$ cat config.mk
export PLATFORM = sky130hd
export DESIGN_NAME = expiring_peer_table
export DESIGN_NICKNAME = d
export VERILOG_FILES = /design/src/hdl/ept_pkg.sv /design/src/hdl/ept_ram.sv /design/src/hdl/expiring_peer_table.sv
export SDC_FILE = /design/constraint.sdc
export NUM_CORES = 2
export LEC_CHECK = 0
export BUFFER_PORTS_ARGS = -buffer_cell sky130_fd_sc_hd__buf_2
export CORE_ASPECT_RATIO = 1.75
export CORE_UTILIZATION = 45
export CTS_CLUSTER_SIZE = 10
export DETAILED_ROUTE_END_ITERATION = 10
export GPL_TIMING_DRIVEN = 1
export PLACE_DENSITY_LB_ADDON = 0.05
export RECOVER_POWER = 50
export SYNTH_ARGS = -nofsm -noshare
export SYNTH_HDL_FRONTEND = slang
export SYNTH_HIERARCHICAL = 1
export SYNTH_SLANG_ARGS = --single-unit
$ cat constraint.sdc
create_clock -name clk -period 14.1 [get_ports clk]
set_input_delay 1.41 -clock clk [delete_from_list [all_inputs] [get_ports clk]]
set_output_delay 1.41 -clock clk [all_outputs]
set_load 0.01 [all_outputs]
$ cat src/hdl/ept_pkg.sv
// shared types and constants of the expiring peer table
`timescale 1ns / 1ps
`default_nettype none

package ept_pkg;

	localparam int KEY_W = 48;
	localparam int DL_W  = 48;

	// all-ones deadline means no deadline
	localparam logic [DL_W-1:0] SENTINEL = {DL_W{1'b1}};
	// largest deadline an entry may hold
	localparam logic [DL_W-1:0] DL_MAX   = {{(DL_W-1){1'b1}}, 1'b0};

	typedef enum logic [1:0] {
		EV_NEW     = 2'd0,
		EV_EXPIRED = 2'd1,
		EV_NEAREST = 2'd2,
		EV_FULL    = 2'd3
	} event_t;

	typedef enum logic [2:0] {
		ST_IDLE,
		ST_SCAN,
		ST_UWR,
		ST_ULOW,
		ST_SFIN
	} state_t;

endpackage

`default_nettype wire

$ cat src/hdl/ept_ram.sv
// generic simple dual-port ram with registered read
`timescale 1ns / 1ps
`default_nettype none

module ept_ram #(
	parameter int WIDTH = 96,
	parameter int DEPTH = 32
) (
	input  wire logic                                          clk,
	input  wire logic                                          we,
	input  wire logic [((DEPTH > 1) ? $clog2(DEPTH) : 1)-1:0] waddr,
	input  wire logic [WIDTH-1:0]                              wdata,
	input  wire logic [((DEPTH > 1) ? $clog2(DEPTH) : 1)-1:0] raddr,
	output logic      [WIDTH-1:0]                              rdata
);

	logic [WIDTH-1:0] mem_q [DEPTH];

	always_ff @(posedge clk) begin
		if (we) begin
			mem_q[waddr] <= wdata;
		end
		rdata <= mem_q[raddr];
	end

endmodule

`default_nettype wire

$ cat src/hdl/expiring_peer_table.sv
// top level of the expiring peer table
`timescale 1ns / 1ps
`default_nettype none

// Expiring peer table: up to TABLE_DEPTH (address, port) keys, each with a
// deadline in milliseconds. Keys and deadlines sit in one ram (96 bits per
// slot, one read and one write port, registered read); slot valid bits and the
// nearest deadline are flip-flops cleared by reset, so there is no clearing
// pass. func 0 looks up the key: a new key goes to the lowest free slot and is
// reported as event 0, a known key gets its deadline refreshed to now plus
// timeout (held below all ones), a full table drops the key as event 3, and if
// the new deadline is earlier than the nearest one event 2 reports it. func 1
// evicts every entry due at or before now, reporting each as event 1 in slot
// order, then reports the minimum remaining deadline as event 2, or clears the
// nearest deadline to all ones if the table ends up empty. Each item walks
// every slot through the single ram read port, one slot per cycle while no
// sweep eviction waits behind a stalled result, then drains the read pipeline
// and does the write-back and the report; a new item is accepted only once the
// last one is finished. in_stall is high from the cycle after acceptance until
// the item is finished; the result register lets the next item in while the
// last result still waits. last marks the final result of an item; an item may
// give no result at all.
module expiring_peer_table #(
	parameter int TABLE_DEPTH = 32
) (
	input  wire logic        clk,
	input  wire logic        arst_n,
	// input item channel
	input  wire logic        in_valid,
	output logic             in_stall,
	input  wire logic        func,
	input  wire logic [31:0] addr,
	input  wire logic [15:0] port,
	input  wire logic [31:0] timeout_ms,
	input  wire logic [47:0] now_ms,
	// result item channel
	output logic             out_valid,
	input  wire logic        out_stall,
	output logic [1:0]       event_res,
	output logic [31:0]      out_addr,
	output logic [15:0]      out_port,
	output logic [47:0]      deadline_ms,
	output logic             last
);

	localparam int IW = (TABLE_DEPTH > 1) ? $clog2(TABLE_DEPTH) : 1;
	localparam int CW = $clog2(TABLE_DEPTH + 1);
	localparam int MW = ept_pkg::KEY_W + ept_pkg::DL_W;
	localparam logic [CW-1:0] DEPTH_C = CW'(TABLE_DEPTH);

	// control state
	ept_pkg::state_t state_q, state_d;

	// captured item
	logic                       func_q;
	logic [ept_pkg::KEY_W-1:0]  key_q;
	logic [ept_pkg::DL_W-1:0]   dl_q;
	logic [47:0]                now_q;

	// table state outside the ram
	logic [TABLE_DEPTH-1:0]     valid_q;
	logic [ept_pkg::DL_W-1:0]   nearest_q;

	// scan pipeline: issue counter and the slot whose data is on the ram output
	logic [CW-1:0]              iss_q;
	logic                       s1_v_s1;
	logic [IW-1:0]              idx_s1;

	// update lookup results
	logic                       hit_v_q;
	logic [IW-1:0]              hit_idx_q;
	logic                       free_v_q;
	logic [IW-1:0]              free_idx_q;

	// sweep: running minimum and one held eviction (its last flag is not known yet)
	logic [ept_pkg::DL_W-1:0]   best_q;
	logic                       hold_v_q;
	logic [ept_pkg::KEY_W-1:0]  hold_key_q;

	// result register
	logic                       out_valid_q;
	ept_pkg::event_t            out_ev_q;
	logic [ept_pkg::KEY_W-1:0]  out_key_q;
	logic [ept_pkg::DL_W-1:0]   out_dl_q;
	logic                       out_last_q;

	// ram interface
	logic                       mem_we;
	logic [IW-1:0]              mem_waddr;
	logic [MW-1:0]              mem_wdata;
	logic [IW-1:0]              mem_raddr;
	logic [MW-1:0]              mem_rdata;

	// combinational helpers
	logic [ept_pkg::KEY_W-1:0]  rd_key;
	logic [ept_pkg::DL_W-1:0]   rd_dl;
	logic                       slot_v;
	logic                       key_hit;
	logic                       expired;
	logic                       out_free;
	logic [48:0]                sum;
	logic [ept_pkg::DL_W-1:0]   dl_in;
	logic                       lower;
	logic                       scan_stall;
	logic                       issue;
	logic                       scan_done;
	logic                       s1_work;
	logic                       out_load;
	ept_pkg::event_t            out_ev_d;
	logic [ept_pkg::KEY_W-1:0]  out_key_d;
	logic [ept_pkg::DL_W-1:0]   out_dl_d;
	logic                       out_last_d;

	ept_ram #(
		.WIDTH(MW),
		.DEPTH(TABLE_DEPTH)
	) u_ram (
		.clk  (clk),
		.we   (mem_we),
		.waddr(mem_waddr),
		.wdata(mem_wdata),
		.raddr(mem_raddr),
		.rdata(mem_rdata)
	);

	// datapath around the ram output
	always_comb begin
		rd_key   = mem_rdata[MW-1:ept_pkg::DL_W];
		rd_dl    = mem_rdata[ept_pkg::DL_W-1:0];
		slot_v   = valid_q[idx_s1];
		key_hit  = slot_v && (rd_key == key_q);
		expired  = slot_v && (rd_dl <= now_q);
		out_free = !out_valid_q || !out_stall;
		// deadline of an update, held one below the sentinel
		sum      = {1'b0, now_ms} + {17'b0, timeout_ms};
		dl_in    = (sum[48] || (sum[47:0] == ept_pkg::SENTINEL)) ? ept_pkg::DL_MAX : sum[47:0];
		lower    = nearest_q > dl_q;
	end

	// scan sequencing: a sweep eviction waits while the held one cannot leave
	always_comb begin
		scan_stall = (state_q == ept_pkg::ST_SCAN) && s1_v_s1 && func_q && expired
			&& hold_v_q && !out_free;
		issue      = (state_q == ept_pkg::ST_SCAN) && !scan_stall && (iss_q != DEPTH_C);
		scan_done  = (iss_q == DEPTH_C) && !s1_v_s1;
		s1_work    = (state_q == ept_pkg::ST_SCAN) && s1_v_s1 && !scan_stall;
		// on a stall the same slot is read again so its data stays on the output
		mem_raddr  = scan_stall ? idx_s1 : iss_q[IW-1:0];
	end

	always_ff @(posedge clk or negedge arst_n) begin
		if (!arst_n) begin
			state_q <= ept_pkg::ST_IDLE;
		end else begin
			state_q <= state_d;
		end
	end

	// next state, ram write and result register load
	always_comb begin
		state_d    = state_q;
		in_stall   = 1'b1;
		mem_we     = 1'b0;
		mem_waddr  = hit_v_q ? hit_idx_q : free_idx_q;
		mem_wdata  = {key_q, dl_q};
		out_load   = 1'b0;
		out_ev_d   = ept_pkg::EV_NEW;
		out_key_d  = '0;
		out_dl_d   = '0;
		out_last_d = 1'b0;
		unique case (state_q)
			ept_pkg::ST_IDLE: begin
				in_stall = 1'b0;
				if (in_valid) begin
					state_d = ept_pkg::ST_SCAN;
				end
			end
			ept_pkg::ST_SCAN: begin
				// a new eviction pushes the held one out, which cannot be last
				if (s1_work && func_q && expired && hold_v_q) begin
					out_load  = 1'b1;
					out_ev_d  = ept_pkg::EV_EXPIRED;
					out_key_d = hold_key_q;
				end
				if (scan_done) begin
					state_d = func_q ? ept_pkg::ST_SFIN : ept_pkg::ST_UWR;
				end
			end
			ept_pkg::ST_UWR: begin
				priority if (hit_v_q) begin
					// refresh in place, nothing to report yet
					mem_we  = 1'b1;
					state_d = ept_pkg::ST_ULOW;
				end else if (free_v_q) begin
					if (out_free) begin
						mem_we     = 1'b1;
						out_load   = 1'b1;
						out_ev_d   = ept_pkg::EV_NEW;
						out_key_d  = key_q;
						out_last_d = !lower;
						state_d    = ept_pkg::ST_ULOW;
					end
				end else begin
					// table full: drop and flag
					if (out_free) begin
						out_load   = 1'b1;
						out_ev_d   = ept_pkg::EV_FULL;
						out_key_d  = key_q;
						out_last_d = 1'b1;
						state_d    = ept_pkg::ST_IDLE;
					end
				end
			end
			ept_pkg::ST_ULOW: begin
				if (!lower) begin
					state_d = ept_pkg::ST_IDLE;
				end else if (out_free) begin
					out_load   = 1'b1;
					out_ev_d   = ept_pkg::EV_NEAREST;
					out_dl_d   = dl_q;
					out_last_d = 1'b1;
					state_d    = ept_pkg::ST_IDLE;
				end
			end
			ept_pkg::ST_SFIN: begin
				priority if (hold_v_q) begin
					if (out_free) begin
						out_load   = 1'b1;
						out_ev_d   = ept_pkg::EV_EXPIRED;
						out_key_d  = hold_key_q;
						out_last_d = (best_q == ept_pkg::SENTINEL);
					end
				end else if (best_q == ept_pkg::SENTINEL) begin
					state_d = ept_pkg::ST_IDLE;
				end else if (out_free) begin
					out_load   = 1'b1;
					out_ev_d   = ept_pkg::EV_NEAREST;
					out_dl_d   = best_q;
					out_last_d = 1'b1;
					state_d    = ept_pkg::ST_IDLE;
				end
			end
			default: begin
				state_d = ept_pkg::ST_IDLE;
			end
		endcase
	end

	// captured item, needs no reset
	always_ff @(posedge clk) begin
		if (state_q == ept_pkg::ST_IDLE && in_valid) begin
			func_q <= func;
			key_q  <= {addr, port};
			dl_q   <= dl_in;
			now_q  <= now_ms;
		end
	end

	// scan control and table flags
	always_ff @(posedge clk or negedge arst_n) begin
		if (!arst_n) begin
			valid_q    <= '0;
			nearest_q  <= ept_pkg::SENTINEL;
			iss_q      <= '0;
			s1_v_s1    <= 1'b0;
			idx_s1     <= '0;
			hit_v_q    <= 1'b0;
			hit_idx_q  <= '0;
			free_v_q   <= 1'b0;
			free_idx_q <= '0;
			best_q     <= ept_pkg::SENTINEL;
			hold_v_q   <= 1'b0;
			hold_key_q <= '0;
		end else begin
			if (state_q == ept_pkg::ST_IDLE && in_valid) begin
				iss_q    <= '0;
				s1_v_s1  <= 1'b0;
				hit_v_q  <= 1'b0;
				free_v_q <= 1'b0;
				hold_v_q <= 1'b0;
				best_q   <= ept_pkg::SENTINEL;
			end
			if (state_q == ept_pkg::ST_SCAN && !scan_stall) begin
				s1_v_s1 <= issue;
				idx_s1  <= iss_q[IW-1:0];
				if (issue) begin
					iss_q <= iss_q + CW'(1);
				end
			end
			// slot on the ram output
			if (s1_work) begin
				if (func_q) begin
					if (expired) begin
						valid_q[idx_s1] <= 1'b0;
						hold_v_q        <= 1'b1;
						hold_key_q      <= rd_key;
					end else if (slot_v && rd_dl < best_q) begin
						best_q <= rd_dl;
					end
				end else begin
					if (key_hit && !hit_v_q) begin
						hit_v_q   <= 1'b1;
						hit_idx_q <= idx_s1;
					end
					if (!slot_v && !free_v_q) begin
						free_v_q   <= 1'b1;
						free_idx_q <= idx_s1;
					end
				end
			end
			// insert claims the free slot
			if (state_q == ept_pkg::ST_UWR && !hit_v_q && free_v_q && out_free) begin
				valid_q[free_idx_q] <= 1'b1;
			end
			if (state_q == ept_pkg::ST_ULOW && lower && out_free) begin
				nearest_q <= dl_q;
			end
			if (state_q == ept_pkg::ST_SFIN) begin
				nearest_q <= best_q;
				if (hold_v_q && out_free) begin
					hold_v_q <= 1'b0;
				end
			end
		end
	end

	// result register
	always_ff @(posedge clk or negedge arst_n) begin
		if (!arst_n) begin
			out_valid_q <= 1'b0;
		end else if (out_load) begin
			out_valid_q <= 1'b1;
		end else if (!out_stall) begin
			out_valid_q <= 1'b0;
		end
	end

	always_ff @(posedge clk) begin
		if (out_load) begin
			out_ev_q   <= out_ev_d;
			out_key_q  <= out_key_d;
			out_dl_q   <= out_dl_d;
			out_last_q <= out_last_d;
		end
	end

	assign out_valid   = out_valid_q;
	assign event_res   = out_ev_q;
	assign out_addr    = out_key_q[47:16];
	assign out_port    = out_key_q[15:0];
	assign deadline_ms = out_dl_q;
	assign last        = out_last_q;

endmodule

`default_nettype wire

Yosys cells after proc, flatten, opt, wreduce, memory -nomap -nowiden
Memories as Yosys holds them, arrays and structs flattened. A register that Yosys moved wholly into a read port is not among the register bits.
Index checks and enable logic that the tools add are counted.
{ "op_classes": {"n_addsub": 2, "order_cmp": 7, "n_eq_ne": 14, "n_mux": 92, "bitwise": 4, "n_reduce_logical": 44} }
{ "ops": {"columns": ["cell", "count"], "rows": [
  ["two-way mux 48 bit", 17],
  ["case mux 48 bit (3 select lines)", 1],
  ["two-way mux 32 bit", 4],
  ["equality test 48 bit, second input constant", 2],
  ["case mux 48 bit (2 select lines)", 1],
  ["adder 48 x 32 -> 49 bit", 1],
  ["equality test 48 bit", 1],
  ["greater-than comparator 48 bit", 1],
  ["<= comparator 48 bit", 1],
  ["< comparator 48 bit", 1],
  ["two-way mux 1 bit", 40],
  ["bitwise AND 32 bit", 1],
  ["inverter 32 bit", 1],
  ["OR 32 bit", 1],
  ["two-way mux 3 bit", 10],
  ["logical AND 1 bit", 26],
  ["two-way mux 6 bit", 3],
  ["case mux 3 bit (5 select lines)", 1],
  ["two-way mux 2 bit", 7],
  ["< comparator 5 x 6 -> 1 bit, second input constant", 2],
  ["demux 1 bit (select 5 bit)", 2],
  ["greater-or-equal comparator 5 x 1 -> 1 bit, second input constant", 2],
  ["two-way mux 5 bit", 2],
  ["logical NOT 1 bit", 9],
  ["19 further kinds", 26]
]} }
{ "totals": {"reg_bits": 449, "mem_bits_rw": 3072, "inputBits": 133, "memories": 1} }
{ "memory_table": {"columns": ["memory", "depth", "word_bits", "rd", "rd_clocked_by_memory_dff", "wr", "line_no", "source"], "rows": [
  ["u_ram.mem_q", 32, 96, 1, 1, 1, "ept_ram.sv:17", "logic [WIDTH-1:0] mem_q [DEPTH];"]
]} }

Logic depth before layout (Yosys ltp)
{ "depth": {"ltp_word": 14, "mapped_depth": 20, "depth_no_buf": 16} }

Cells and area by module
Netlist, hierarchy kept.
{ "modules_own_cells": {"columns": ["mod", "instances", "cells_per_inst", "area_each_um2", "seq_area_each_um2"], "rows": [
  ["ept_ram", 1, 5604, 118492.4, 94170.3],
  ["expiring_peer_table", 1, 2193, 24337.1, 12577.1]
]} }

Least setup slack after synthesis
No wires, ideal clock.
{ "synth_timing": {"kind": "input-to-reg", "startpoint": "input port out_stall", "endpoint": "memory u_ram.mem_q[12][0] (enable)", "setup_ns": 0.552, "t_arrival_ns": 6.457, "required_time_ns": 13.548, "setup_slack_ns": 7.091, "cell_stages": 6, "n_path_buf": 1, "path_cell_list": "nand2_1 -> a21oi_1 -> nor2_1 -> or3b_2 -> clkbuf_1 -> nor2_1"} }
{ "synth_between": {"elab_chain_cells": 8} }
{ "synth_rtl": {"columns": ["item", "line_no", "source"], "rows": [
  ["start, declared", "expiring_peer_table.sv:38", "input wire logic out_stall,"],
  ["logical NOT 1 bit", null, null],
  ["logical OR 1 bit", "expiring_peer_table.sv:133", "out_free = !out_valid_q || !out_stall;"],
  ["two-way mux 1 bit", "expiring_peer_table.sv:195", "if (out_free) begin"],
  ["two-way mux 1 bit", "expiring_peer_table.sv:194", "end else if (free_v_q) begin"],
  ["two-way mux 1 bit", "expiring_peer_table.sv:190", "priority if (hit_v_q) begin"],
  ["two-way mux 1 bit", "expiring_peer_table.sv:171", "unique case (state_q)"],
  ["named net mem_we", "expiring_peer_table.sv:88", "logic mem_we;"],
  ["two-way mux 1 bit", "ept_ram.sv:20", "if (we) begin"],
  ["two-way mux 1 bit (implied by the code)", "ept_ram.sv:21", "mem_q[waddr] <= wdata;"],
  ["end, declared", "ept_ram.sv:17", null]
]} }
The timed path passes the listed nets, and every way through them passes these cells.

==> results.toml <==
[status]
status = "complete, but fails checks"
violations = "max-capacitance violations, max-slew violations"

[worst_setup_path]
worstReg2RegEnd = "u_ram/rdata[46]"
r2r_start = "idx_s1[1]"
cp_max_fo = 79
rr_worst_depth = 15
rrSetupSlack_ns = 5.64
critPathRequiredTime_ns = 14.37
critPathKind = "in -> async"
crit_start = "arst_n"
crit_path_start_kind = "primary input"
setup.worst_path.end_class = "asynchronous set/reset pin"
crit_arrival_ns = 10.05

[hold_path]
hold_end = "best_q[0]"
hold_path.class = "reg -> reg"
holdCritStartpoint = "u_ram/rdata[0]"
hold_depth = 2

[clock_network]
htree_levels = 5
clk_latency_ns = 0.95
holdBufCountCts = 0
cts_max_path_buffers = 4
cts.clk_slew.worst_paths_ns = 0.06
cts_tree = "done"
clkSinkCount = 3617
cts_resized = 0
cts_root_buffer = "clkbuf_16"
numCtsBuffers = 404
post_cts_buffers = 0

[sta]
fmax_mhz = 102.2
min_period_over_period_pct = 69.36
tightest_slew_ns = 5.217
maxSlewViolCount = 2475
fin_tns_setup_ns = 0
setup-violations-final = 0
rsz0062_at_grt = "no"
finalHoldViolCount = 0
slew_headroom_pct = -247.8
period_minus_slack_ns = 9.780
skew_ns = 0.04867

[pwr]
p_sw_share_pct = 31.27
p_sw_mw = 9.504
combPwrFrac_pct = 24.1
p_leak_nw = 53.43
power.total_mw = 30.39
seq_power_share_pct = 44.4
peakVddDrop_uv = 156.0
power_frac_clock_pct = 31.5
power_density_nw_per_um2 = 188.6
p_int_mw = 20.89

[floorplan]
die_w_um = 427.9
die_area_sq_um = 319700
core-area_sq_um = 315600
rows = 273
die_h_um = 747.3
boundaryPins = 234
start_util_pct = 45.25

[synthesis]
yosys.area.top_type_share_pct = 69.72
synth_area_leaders = "edfxtp_1 70%, mux4_2 6.2%, mux2i_1 5.4%, a22oi_1 2.7%, dfrtp_1 1.9%"
ys_async_sr_fraction_pct = 5.668
yosys_most_used_dff = "edfxtp_1"
netlist_area_sq_um = 142800
synth_fp_nets = 8108
synth_cell_types = 83
avgSynthCellArea_sq_um = 18.32
yosys-top-cells-count = "3,316 x edfxtp_1, 776 x mux2i_1, 519 x a22oi_1"
synth_area_leader_cell = "edfxtp_1"
netlist_instances = 7797
synth_edf_count = 3316
synth_most_common_cell = "edfxtp_1"
ys.warnings.count = 6
yosysSeqAreaShare_pct = 74.74
ys_seq_elements = 3617

[finish]
finalNonFillerCells = 12765
final_net_count = 8616
num-fill-cells = 25957
drive_above_1_share_pct = 16.17
stdcell_area_sq_um = 161100
syn_to_final_growth_pct = 12.80

[global_route]
grt_max_degree = 141
antenna_found_initial = 36
grt_pass1_vias = 80952
grt_first_pass_wirelength_um = 654900
grtUsageTotal_pct = 29.48
grt_overflow_total = 0

[placement]
dpl.hpwl_um = 276400
placed_cells = 12024
dpl-instance-area_sq_um = 150000
gp_congestion = 0.9045
port_buffers = 233

[drt]
viasPerCell = 6.250
num_vias = 79781
ant_nets = 0
drc = 0
drt_iter0_markers = 8205
wl_per_cell_um = 37.36
first_pass_iters = 5
totalWireLength_um = 477000

[flow_run]
maxCapViolations = 70
==> per-layer routing <==
layer | wire (um) | vias to the layer above | global-route usage, %
met5 | 117 | - | 0
met4 | 21890 | 18 | 11.80
met3 | 25920 | 807 | 3.507
met2 | 249600 | 3105 | 53.00
met1 | 179400 | 43267 | 35.99
li1 | - | 32584 | -
==> worst max path at each step <==
stage / to / slack, ns
after detailed placement: u_ram/rdata[46] / 5.67
after global placement: u_ram/rdata[46] / 5.70
final: hold_key_q[18] / 4.32
after CTS: u_ram/rdata[46] / 5.66
after global routing: hold_key_q[18] / 3.26
after floorplan: u_ram/mem_q[12][0] / 7.09
==> through the flow <==
| stage | setup slack, ns | util (%) | hold WS [ns] |
|---|---|---|---|
| 2_1_floorplan | 7.091 | - | 0.4116 |
| 3_3_place_gp | 5.700 | 47.53 | 0.4710 |
| 3_5_place_dp | 5.668 | 47.53 | 0.4785 |
| 5_1_grt | 3.256 | 51.04 | 0.5061 |
| 4_1_cts | 5.659 | 51.20 | 0.4833 |
| 6_report | 4.320 | 51.05 | 0.4869 |
==> final cells by class <==
cell class | instances | area, sq um | share of cell area (%)
diodes | 24 | 60.06 | 0.03728
flip-flops and latches | 3617 | 106700 | 66.25
multi-input cells | 3595 | 34040 | 21.13
clock buffers | 699 | 11380 | 7.061
clock inverters | 18 | 187.7 | 0.1165
inverters | 168 | 631.9 | 0.3922
repair buffers | 519 | 2912 | 1.807
well taps | 4125 | 5161 | 3.203
==> sequential cells by signal (all words and copies together), names as in the netlist <==
register / count
hold_v_q: 1
iss_q: 6
s1_v_s1: 1
deadline_ms: 48
nearest_q: 48
state_q: 3
hit_v_q: 1
out_key_q: 48
event_res: 2
func_q: 1
u_ram/rdata: 96
best_q: 48
idx_s1: 5
hit_idx_q: 5
last: 1
valid_q: 32
now_q: 48
free_idx_q: 5
out_valid: 1
u_ram/mem_q: 3072
key_q: 48
dl_q: 48
hold_key_q: 48
free_v_q: 1
==> power by group through the flow <==
stage / sequential, mW / combinational (mW) / clock, mW
after floorplan: 13.6 / 4.37 / 0
after CTS: 13.4 / 7.43 / 9.74
after global placement: 13.6 / 7.35 / 0
after global routing: 13.6 / 7.73 / 10.1
final: 13.5 / 7.32 / 9.58
after detailed placement: 13.7 / 7.42 / 0
==> cells by family after synthesis <==
kind of cell	count (synthesis)	share of synthesized area [%]
mux	1284	12.53
simple gates	992	3.387
buf+inv	585	1.805
compound gates	1057	5.457
fa+ha+maj	178	1.565
xor+xnor	84	0.5151
flops	3617	74.74
==> cell usage in the layout, fill, tap and decap left out, types with 167 or more instances in the layout <==
master / count
nand2_1: 370
a22oi_1: 519
clkbuf_16: 411
clkbuf_1: 526
ha_1: 177
buf_4: 191
mux4_2: 392
edfxtp_1: 3316
mux2i_1: 776
inv_1: 167
nand3_1: 219
==> critical path, stage by stage <==
cell,delay (ns)
clkbuf_1,3.55
clkbuf_1,2.39
clkbuf_1,2.43
Note: power is estimated with default switching activity, not from simulation.
